$ cat src/rtl/boc_pkg.sv
// boc_pkg: shared types and constants of the object identifier content codec
`default_nettype none
package boc_pkg;

   localparam int BOC_FIRST_RADIX = 40;   // first octet carries first*40+second
   localparam int BOC_FIRST_MAX   = 2;    // first arc is clamped to this
   localparam int BOC_GROUP_BITS  = 7;    // payload bits per content octet
   localparam int BOC_MAX_GROUPS  = 6;    // octets for one arc, widest case
   localparam int BOC_IDX_W       = 3;    // counts results of one request

   localparam logic BOC_FUNC_DECODE = 1'b0;
   localparam logic BOC_FUNC_ENCODE = 1'b1;

   typedef enum logic [1:0] {
      BOC_OK    = 2'd0,
      BOC_TRUNC = 2'd1,
      BOC_OVF   = 2'd2
   } boc_status_type;

   typedef struct packed {
      logic        func;
      logic [7:0]  data_byte;
      logic [31:0] arc_in;
      logic        in_last;
   } boc_req_type;

   typedef struct packed {
      logic [31:0]    arc_out;
      logic [7:0]     byte_out;
      logic           run_last;
      logic           oid_end;
      boc_status_type status;
   } boc_rsp_type;

   // results of one request, sent from the highest index down to index 0
   typedef struct packed {
      logic                                              is_enc;
      logic                                              last;
      boc_status_type                                    status;
      logic [BOC_IDX_W-1:0]                              top_idx;
      logic [31:0]                                       arc_hi;
      logic [31:0]                                       arc_lo;
      logic [BOC_MAX_GROUPS-1:0][BOC_GROUP_BITS-1:0]     groups;
   } boc_batch_type;

endpackage
`default_nettype wire

$ cat src/rtl/boc_core.sv
// boc_core: decode and encode state with the per-request result logic
`default_nettype none
module boc_core #(
   parameter int ARC_BITS = 32
) (
   input  wire logic                 clock,
   input  wire logic                 reset,
   input  wire logic                 step,
   input  wire boc_pkg::boc_req_type item,
   output logic                      produce,
   output boc_pkg::boc_batch_type    batch
);
   import boc_pkg::*;

   localparam int HW  = (ARC_BITS < 32) ? ARC_BITS : 32;
   localparam int VXW = HW + 6;
   localparam int VW  = (ARC_BITS < VXW) ? ARC_BITS : VXW;
   localparam int GW  = BOC_MAX_GROUPS * BOC_GROUP_BITS;

   logic                dec_started_ff, dec_started_in;
   logic [ARC_BITS-1:0] acc_ff, acc_in;
   logic                ovf_ff, ovf_in;
   logic                enc_first_ff, enc_first_in;
   logic [HW-1:0]       held_ff, held_in;
   logic                enc_second_ff, enc_second_in;

   logic [7:0]          b;
   logic [1:0]          a0;
   logic [7:0]          a1;
   logic [ARC_BITS-1:0] acc_shift;
   logic                ovf_any;
   logic [HW-1:0]       arc_m;
   logic [VXW-1:0]      v_full;
   logic                enc_ovf;
   logic [VW-1:0]       v;
   logic [GW-1:0]       v_pad;
   logic [BOC_IDX_W-1:0] n_top;

   assign b = item.data_byte;

   always_comb begin
      if (b >= 8'(BOC_FIRST_MAX * BOC_FIRST_RADIX)) begin
         a0 = 2'(BOC_FIRST_MAX);
         a1 = b - 8'(BOC_FIRST_MAX * BOC_FIRST_RADIX);
      end else if (b >= 8'(BOC_FIRST_RADIX)) begin
         a0 = 2'd1;
         a1 = b - 8'(BOC_FIRST_RADIX);
      end else begin
         a0 = 2'd0;
         a1 = b;
      end
   end

   assign acc_shift = {acc_ff[ARC_BITS-8:0], b[6:0]};
   assign ovf_any   = ovf_ff | (|acc_ff[ARC_BITS-1:ARC_BITS-7]);

   assign arc_m   = item.arc_in[HW-1:0];
   // times 40 as times 32 plus times 8
   assign v_full  = (VXW'(held_ff) << 5) + (VXW'(held_ff) << 3) + VXW'(arc_m);
   assign enc_ovf = |(v_full >> ARC_BITS);
   assign v       = enc_second_ff ? VW'(arc_m) : VW'(v_full);
   assign v_pad   = GW'(v);

   // highest nonzero group sets the octet count, at least one octet
   always_comb begin
      n_top = '0;
      for (int g = 1; g < BOC_MAX_GROUPS; g++) begin
         if (v_pad[g*BOC_GROUP_BITS +: BOC_GROUP_BITS] != '0) begin
            n_top = BOC_IDX_W'(g);
         end
      end
   end

   always_comb begin
      dec_started_in = dec_started_ff;
      acc_in         = acc_ff;
      ovf_in         = ovf_ff;
      enc_first_in   = enc_first_ff;
      held_in        = held_ff;
      enc_second_in  = enc_second_ff;
      produce        = 1'b0;
      batch          = '0;
      batch.last     = item.in_last;
      for (int g = 0; g < BOC_MAX_GROUPS; g++) begin
         batch.groups[g] = v_pad[g*BOC_GROUP_BITS +: BOC_GROUP_BITS];
      end
      case (item.func)
         BOC_FUNC_DECODE: begin
            if (!dec_started_ff) begin
               produce        = 1'b1;
               batch.top_idx  = BOC_IDX_W'(1);
               batch.arc_hi   = 32'(a0);
               batch.arc_lo   = 32'(a1);
               dec_started_in = !item.in_last;
               acc_in         = '0;
               ovf_in         = 1'b0;
            end else begin
               acc_in = acc_shift;
               ovf_in = ovf_any;
               if (!b[7]) begin
                  produce      = 1'b1;
                  batch.arc_lo = 32'(acc_shift);
                  batch.status = ovf_any ? BOC_OVF : BOC_OK;
                  acc_in       = '0;
                  ovf_in       = 1'b0;
                  if (item.in_last) begin
                     dec_started_in = 1'b0;
                  end
               end else if (item.in_last) begin
                  // content ends inside a subidentifier
                  produce        = 1'b1;
                  batch.status   = BOC_TRUNC;
                  dec_started_in = 1'b0;
                  acc_in         = '0;
                  ovf_in         = 1'b0;
               end
            end
         end
         BOC_FUNC_ENCODE: begin
            if (!enc_first_ff) begin
               held_in       = arc_m;
               enc_first_in  = !item.in_last;
               enc_second_in = 1'b0;
            end else begin
               produce       = 1'b1;
               batch.is_enc  = 1'b1;
               batch.top_idx = n_top;
               batch.status  = (!enc_second_ff && enc_ovf) ? BOC_OVF : BOC_OK;
               enc_second_in = 1'b1;
               if (item.in_last) begin
                  enc_first_in  = 1'b0;
                  enc_second_in = 1'b0;
                  held_in       = '0;
               end
            end
         end
         default: begin
            produce = 1'b0;
         end
      endcase
   end

   always_ff @(posedge clock) begin
      if (reset) begin
         dec_started_ff <= 1'b0;
         acc_ff         <= '0;
         ovf_ff         <= 1'b0;
         enc_first_ff   <= 1'b0;
         held_ff        <= '0;
         enc_second_ff  <= 1'b0;
      end else if (step) begin
         dec_started_ff <= dec_started_in;
         acc_ff         <= acc_in;
         ovf_ff         <= ovf_in;
         enc_first_ff   <= enc_first_in;
         held_ff        <= held_in;
         enc_second_ff  <= enc_second_in;
      end
   end

   // a partial arc only exists once the first octet is consumed
   a_acc_needs_start: assert property (@(posedge clock) disable iff (reset)
      !dec_started_ff |-> (acc_ff == '0) && !ovf_ff)
      else $error("partial arc held while decoder expects first octet");

   a_second_needs_first: assert property (@(posedge clock) disable iff (reset)
      enc_second_ff |-> enc_first_ff)
      else $error("second arc marked sent without a held first arc");

endmodule
`default_nettype wire

$ cat src/rtl/boc_emit.sv
// boc_emit: result register that sends the results of one request in turn
`default_nettype none
module boc_emit (
   input  wire logic                   clock,
   input  wire logic                   reset,
   input  wire logic                   load,
   input  wire boc_pkg::boc_batch_type batch,
   input  wire logic                   rsp_stall,
   output logic                        ready,
   output logic                        rsp_valid,
   output boc_pkg::boc_rsp_type        rsp_data
);
   import boc_pkg::*;

   logic                 busy_ff, busy_in;
   logic [BOC_IDX_W-1:0] idx_ff, idx_in;
   boc_batch_type        batch_ff, batch_in;
   logic                 fire;
   logic                 final_one;

   assign fire      = busy_ff && !rsp_stall;
   assign final_one = (idx_ff == '0);
   assign ready     = !busy_ff || (final_one && !rsp_stall);
   assign rsp_valid = busy_ff;

   always_comb begin
      busy_in  = busy_ff;
      idx_in   = idx_ff;
      batch_in = batch_ff;
      if (fire) begin
         if (final_one) begin
            busy_in = 1'b0;
         end else begin
            idx_in = idx_ff - BOC_IDX_W'(1);
         end
      end
      if (load) begin
         busy_in  = 1'b1;
         idx_in   = batch.top_idx;
         batch_in = batch;
      end
   end

   always_comb begin
      rsp_data          = '0;
      rsp_data.run_last = final_one;
      rsp_data.oid_end  = final_one && batch_ff.last;
      rsp_data.status   = batch_ff.status;
      if (batch_ff.is_enc) begin
         // continuation bit on all but the closing octet
         rsp_data.byte_out = {!final_one, batch_ff.groups[idx_ff]};
      end else begin
         rsp_data.arc_out = final_one ? batch_ff.arc_lo : batch_ff.arc_hi;
      end
   end

   always_ff @(posedge clock) begin
      if (reset) begin
         busy_ff <= 1'b0;
         idx_ff  <= '0;
      end else begin
         busy_ff <= busy_in;
         idx_ff  <= idx_in;
      end
      batch_ff <= batch_in;
   end

   a_load_when_ready: assert property (@(posedge clock) disable iff (reset)
      load |-> ready)
      else $error("new results loaded over results still pending");

   a_idx_in_range: assert property (@(posedge clock) disable iff (reset)
      busy_ff |-> idx_ff <= batch_ff.top_idx)
      else $error("result index beyond the request's result count");

endmodule
`default_nettype wire

$ cat src/rtl/ber_oid_content_codec_unit.sv
// ber_oid_content_codec_unit: top level of the object identifier content codec
//
//   channel  direction  handshake            payload
//   req_     in         req_valid/req_stall  req_data  (boc_req_type)
//   rsp_     out        rsp_valid/rsp_stall  rsp_data  (boc_rsp_type)
//
// a request sits in the input register, then its results go to the result register;
// one request per cycle when it yields at most one result and rsp_stall stays low; a first
// content octet yields two results, an encoded arc 1 to 5 octets at 32-bit arcs (up to 6
// once ARC_BITS exceeds 35), one result per octet, as the result register sends one result
// a cycle while rsp_stall is low.
// reset is synchronous and clears both decoder and encoder state.
// rsp_stall holds the result register, and req_stall rises once the input register waits.
`default_nettype none
module ber_oid_content_codec_unit #(
   parameter int ARC_BITS = 32
) (
   input  wire logic                 clock,
   input  wire logic                 reset,
   input  wire logic                 req_valid,
   output logic                      req_stall,
   input  wire boc_pkg::boc_req_type req_data,
   output logic                      rsp_valid,
   input  wire logic                 rsp_stall,
   output boc_pkg::boc_rsp_type      rsp_data
);
   import boc_pkg::*;

   logic          in_valid_ff, in_valid_in;
   boc_req_type   in_ff, in_in;
   logic          produce;
   boc_batch_type batch;
   logic          emit_ready;
   logic          advance;
   logic          accept;

   // a request that yields no result leaves without waiting on the result side
   assign advance   = in_valid_ff && (!produce || emit_ready);
   assign req_stall = in_valid_ff && !advance;
   assign accept    = req_valid && !req_stall;

   always_comb begin
      in_valid_in = in_valid_ff;
      in_in       = in_ff;
      if (advance) begin
         in_valid_in = 1'b0;
      end
      if (accept) begin
         in_valid_in = 1'b1;
         in_in       = req_data;
      end
   end

   always_ff @(posedge clock) begin
      if (reset) begin
         in_valid_ff <= 1'b0;
      end else begin
         in_valid_ff <= in_valid_in;
      end
      in_ff <= in_in;
   end

   boc_core #(
      .ARC_BITS(ARC_BITS)
   ) u_core (
      .clock   (clock),
      .reset   (reset),
      .step    (advance),
      .item    (in_ff),
      .produce (produce),
      .batch   (batch)
   );

   boc_emit u_emit (
      .clock     (clock),
      .reset     (reset),
      .load      (advance && produce),
      .batch     (batch),
      .rsp_stall (rsp_stall),
      .ready     (emit_ready),
      .rsp_valid (rsp_valid),
      .rsp_data  (rsp_data)
   );

   a_held_request_stays: assert property (@(posedge clock) disable iff (reset)
      in_valid_ff && !advance |=> in_valid_ff && $stable(in_ff))
      else $error("waiting request lost or changed in input register");

endmodule
`default_nettype wire
$ cat config.mk
export PLATFORM = sky130hd
export DESIGN_NAME = ber_oid_content_codec_unit
export DESIGN_NICKNAME = d
export VERILOG_FILES = /design/src/rtl/boc_pkg.sv /design/src/rtl/boc_core.sv /design/src/rtl/boc_emit.sv /design/src/rtl/ber_oid_content_codec_unit.sv
export SDC_FILE = /design/constraint.sdc
export NUM_CORES = 1
export LEC_CHECK = 0
export ABC_AREA = 1
export BUFFER_PORTS_ARGS = -buffer_cell sky130_fd_sc_hd__buf_2
export CORE_UTILIZATION = 65
export DETAILED_ROUTE_END_ITERATION = 10
export GPL_ROUTABILITY_DRIVEN = 1
export PLACE_DENSITY = 0.82
export SYNTH_ARGS = -nofsm -noshare
export SYNTH_HDL_FRONTEND = slang
export SYNTH_SLANG_ARGS = --single-unit
$ cat constraint.sdc
create_clock -name clock -period 10.9 [get_ports clock]
set_clock_uncertainty 0.05 [all_clocks]
set_input_delay 2.725 -clock clock [delete_from_list [all_inputs] [get_ports clock]]
set_output_delay 2.725 -clock clock [all_outputs]
set_load 0.01 [all_outputs]
==> metrics.md <==
| Metric | Value |
|---|---|
| Die Span X | `131 um` |
| Post-Synthesis Net Count | `between 1,000 and 1,500` |
| Max_cap viols | `0` |
| Unrepaired setup endpoints after global routing | `false` |
| Final Cycle Share | `57.5%` |
| IR Drop Worst-Case VDD | `about 0.13 mV` |
| IO Count | `92` |
| Clock buffer depth | `2` |
| Die area | `17,300 sq um` |
| Global-route wire length before repair | `between 40,000 and 50,000 um` |
| IO buf count | `91` |
| Final ANT Viol Nets | `0` |
| DR vias | `8,985` |
| Crit Reg-Reg Startpoint | `u_emit.idx_ff[0]` |
| R2r setup slk | `7.47 ns` |
| Placed Area | `between 10,000 and 15,000 sq um` |
| Max Fclk | `approximately 0.16 GHz` |
| CORE AREA | `around 16,000 sq um` |
| Avg Inst Size Synth | `around 8.0 sq um` |
| Hold Path Origin | `in_ff[3]` |
| Vias in the first global route | `roughly 8,500` |
| Number of buffer and inverter stages on the critical path | `3` |
| Synth top area cells | `edfxtp_1 (31%), dfxtp_1 (13%), nand2_1 (12%)` |
| Layout Nets | `about 1,600` |
| Status | `complete, no violations` |
| Final max-slew violation count | `0` |
| Worst skew pair latency | `roughly 0.44 ns` |
| Final Power | `1.68 mW` |
| Routability cong. | `about 0.95` |
| Htree depth | `4` |
| Cells on Worst Hold Path | `0` |
| Seq/Total Area, Yosys | `~44%` |
| Ys flop type | `edfxtp_1` |
| Worst path max stage delay | `approximately 0.27 ns` |
| R2R depth | `11` |
| Core Util, Final | `around 75%` |
| Congestion Overflow GR | `0` |
| Setup tns final | `0 ns` |
| Hold Path End | `u_emit.batch_ff[2]` |
| DR WL/cell | `between 15 and 20 um` |
| CTS tree | `built` |
| N_diodes | `0` |
| Root Driver | `clkbuf_16` |
| CTS resizes | `0` |
| Slew headroom | `a little under a quarter` |
| Async SR Flop Fraction | `0%` |
| Rows | `46` |
| Hpwl dp | `~19,000 um` |
| Die Y | `roughly 130 um` |
| Final Setup Violations | `0` |
| Library cells used by synthesis | `47` |
| Layout cells sized above 1 | `approximately 14%` |
| Leak | `5.63 nW` |
| Reg clk slew, reported paths | `0.08 ns` |
| Final Hold Fails | `0` |
| Max FO, Critical Path | `3` |
| Top delay family on crit path | `buffers and inverters` |
| Reg2Reg Capture Point | `u_emit.batch_ff[60]` |
| Via density | `approximately 5.4` |
| Worst hold path type | `reg -> reg` |
| CTS buffer count | `17` |
| Crit path cell chain | `buf_2 -> o21ai_1 -> inv_1 -> nand2_1 -> nor2_1 -> buf_2` |
| Worst EP arrival | `3.50 ns` |
| Initial antenna violation count | `0` |
| Share of the synthesized area in the top cell type | `between 30% and 40%` |
| Crit path depth | `6` |
| Hold Buf Count CTS | `0` |
| Mapped Area | `10,900 sq um` |
| Drt pass-1 iters | `6` |
| Synth warn | `0` |
| Final instance area | `roughly 12,000 sq um` |
| Largest area contributor in the netlist | `edfxtp_1` |
| P&R area growth vs syn | `10.8%` |
| Cells after Synth | `1,355` |
| Startpoint types | `input pin` |
| Post-synth EDFFs | `approximately 110` |
| Most frequent CP cell | `buf_2` |
| Worst Max-Slew Pin Slew | `around 1.1 ns` |
| CP endpoint kind | `primary output` |
| Post-CTS setup buffers | `0` |
| CTS Sinks | `between 150 and 200` |
| CP required | `a little over 8 ns` |
| Initial core utilization | `about two thirds` |
| Total Routed Length | `between 20,000 and 30,000 um` |
| Post-synthesis register bit count | `around 190` |
| Setup CP Type | `in -> out` |
| Slowest stage cell, crit path | `nor2_1` |
| Global Route Usage Sum | `30.4%` |
| Power Density | `140 nW/um^2` |
| # DRC | `0` |
| Largest net degree at the start of global routing | `71` |
| Iteration-0 DRC Markers | `around 810` |
| Min Tclk post-route | `about 6.3 ns` |
==> power by group <==
part	internal [mW]	leakage, nW	switching, mW
registers	0.773	1.66	0.0226
clock network	0.310	0.289	0.304
logic	0.0910	3.68	0.182
total	1.17	5.63	0.508
==> registers in the layout, summed over array words and instances (netlist names) <==
name and count:
u_emit.idx_ff 3, u_core.enc_first_ff 1, u_core.acc_ff 32, in_valid_ff 1
u_core.ovf_ff 1, in_ff 42, u_core.dec_started_ff 1, u_emit.rsp_data 2
u_core.enc_second_ff 1, u_emit.batch_ff 68, u_emit.rsp_valid 1, u_core.held_ff 32
==> worst register-to-register path: cells and delay by family, from the launching register on <==
kind | cells | cell delay [ns]
DFF | 1 | 0.50
and+or+nand+nor | 4 | 0.55
adders and majority gates | 1 | 0.23
buffers and inverters | 5 | 1.56
AOI/OAI and AO/OA | 1 | 0.16
==> metrics by stage <==
step	instances	hold slack [ns]	worst slack [ns]
after floorplan	1355	0.377	4.99
after CTS	1661	0.406	4.61
after detailed placement	1629	0.404	4.63
final	1661	0.402	4.63
after global placement	1629	0.394	4.67
after global routing	1661	0.417	4.56
==> routing by layer <==
layer | vias to the layer above | track usage, % | share of wire [%]
li1 | 4457 | - | -
met1 | 4155 | 38.1 | 42
met2 | 321 | 52.1 | 49
met3 | 52 | 5.63 | 5.7
met4 | 0 | 11.6 | 2.8
met5 | - | 0 | 0
==> Yosys cell counts, types with 6 or more instances <==
cell	instances
nand4_1	12
nor2_2	11
o21ai_0	44
fa_1	28
nor2_4	8
edfxtp_1	112
ha_1	45
inv_1	228
nand2_2	24
a21oi_1	66
inv_2	10
nand3_1	54
nor2_1	163
clkbuf_1	21
nand3b_1	6
nor3_1	9
a22oi_1	30
dfxtp_1	73
nand2_1	339
buf_2	9
nand3_2	8
==> worst max-delay path by stage <==
stage / start / to / slack, ns
3_5_place_dp: rsp_stall / req_stall / 4.63
4_1_cts: rsp_stall / req_stall / 4.61
5_1_grt: rsp_stall / req_stall / 4.56
2_1_floorplan: rsp_stall / req_stall / 4.99
3_3_place_gp: rsp_stall / req_stall / 4.67
6_report: rsp_stall / req_stall / 4.63
==> kinds of logic after synthesis <==
| logic type | synth area share (%) |
|---|---|
| xor+xnor | 0.483 |
| buf+inv | 10.2 |
| fa+ha+maj | 10.3 |
| compound gates | 8.95 |
| simple gates | 25.6 |
| flops | 44.4 |
==> placed cells by master (no fill, tap or decap), types with 8 or more instances in the layout <==
cell       instances
inv_1            227
ha_1              45
inv_2             11
nor2_1           162
buf_2             91
fa_1              28
clkbuf_16         17
nand3_2            8
nand3_1           54
nor2_4             9
nor2_2            11
dfxtp_1           73
nor3_1             9
nand4_1           12
nand2_2           24
a21oi_1           66
nand2_1          339
edfxtp_1         112
o21ai_0           44
a22oi_1           30
==> cell type report <==
cell class,count,area [sq um]
flip-flops and latches,185,4820
well taps,216,270
clock inverters,15,173
repair buffers,97,500
clock buffers,17,425
multi-input cells,889,4950
inverters,242,908
fillers,1191,4070
Note: power is estimated with default switching activity, not from simulation.
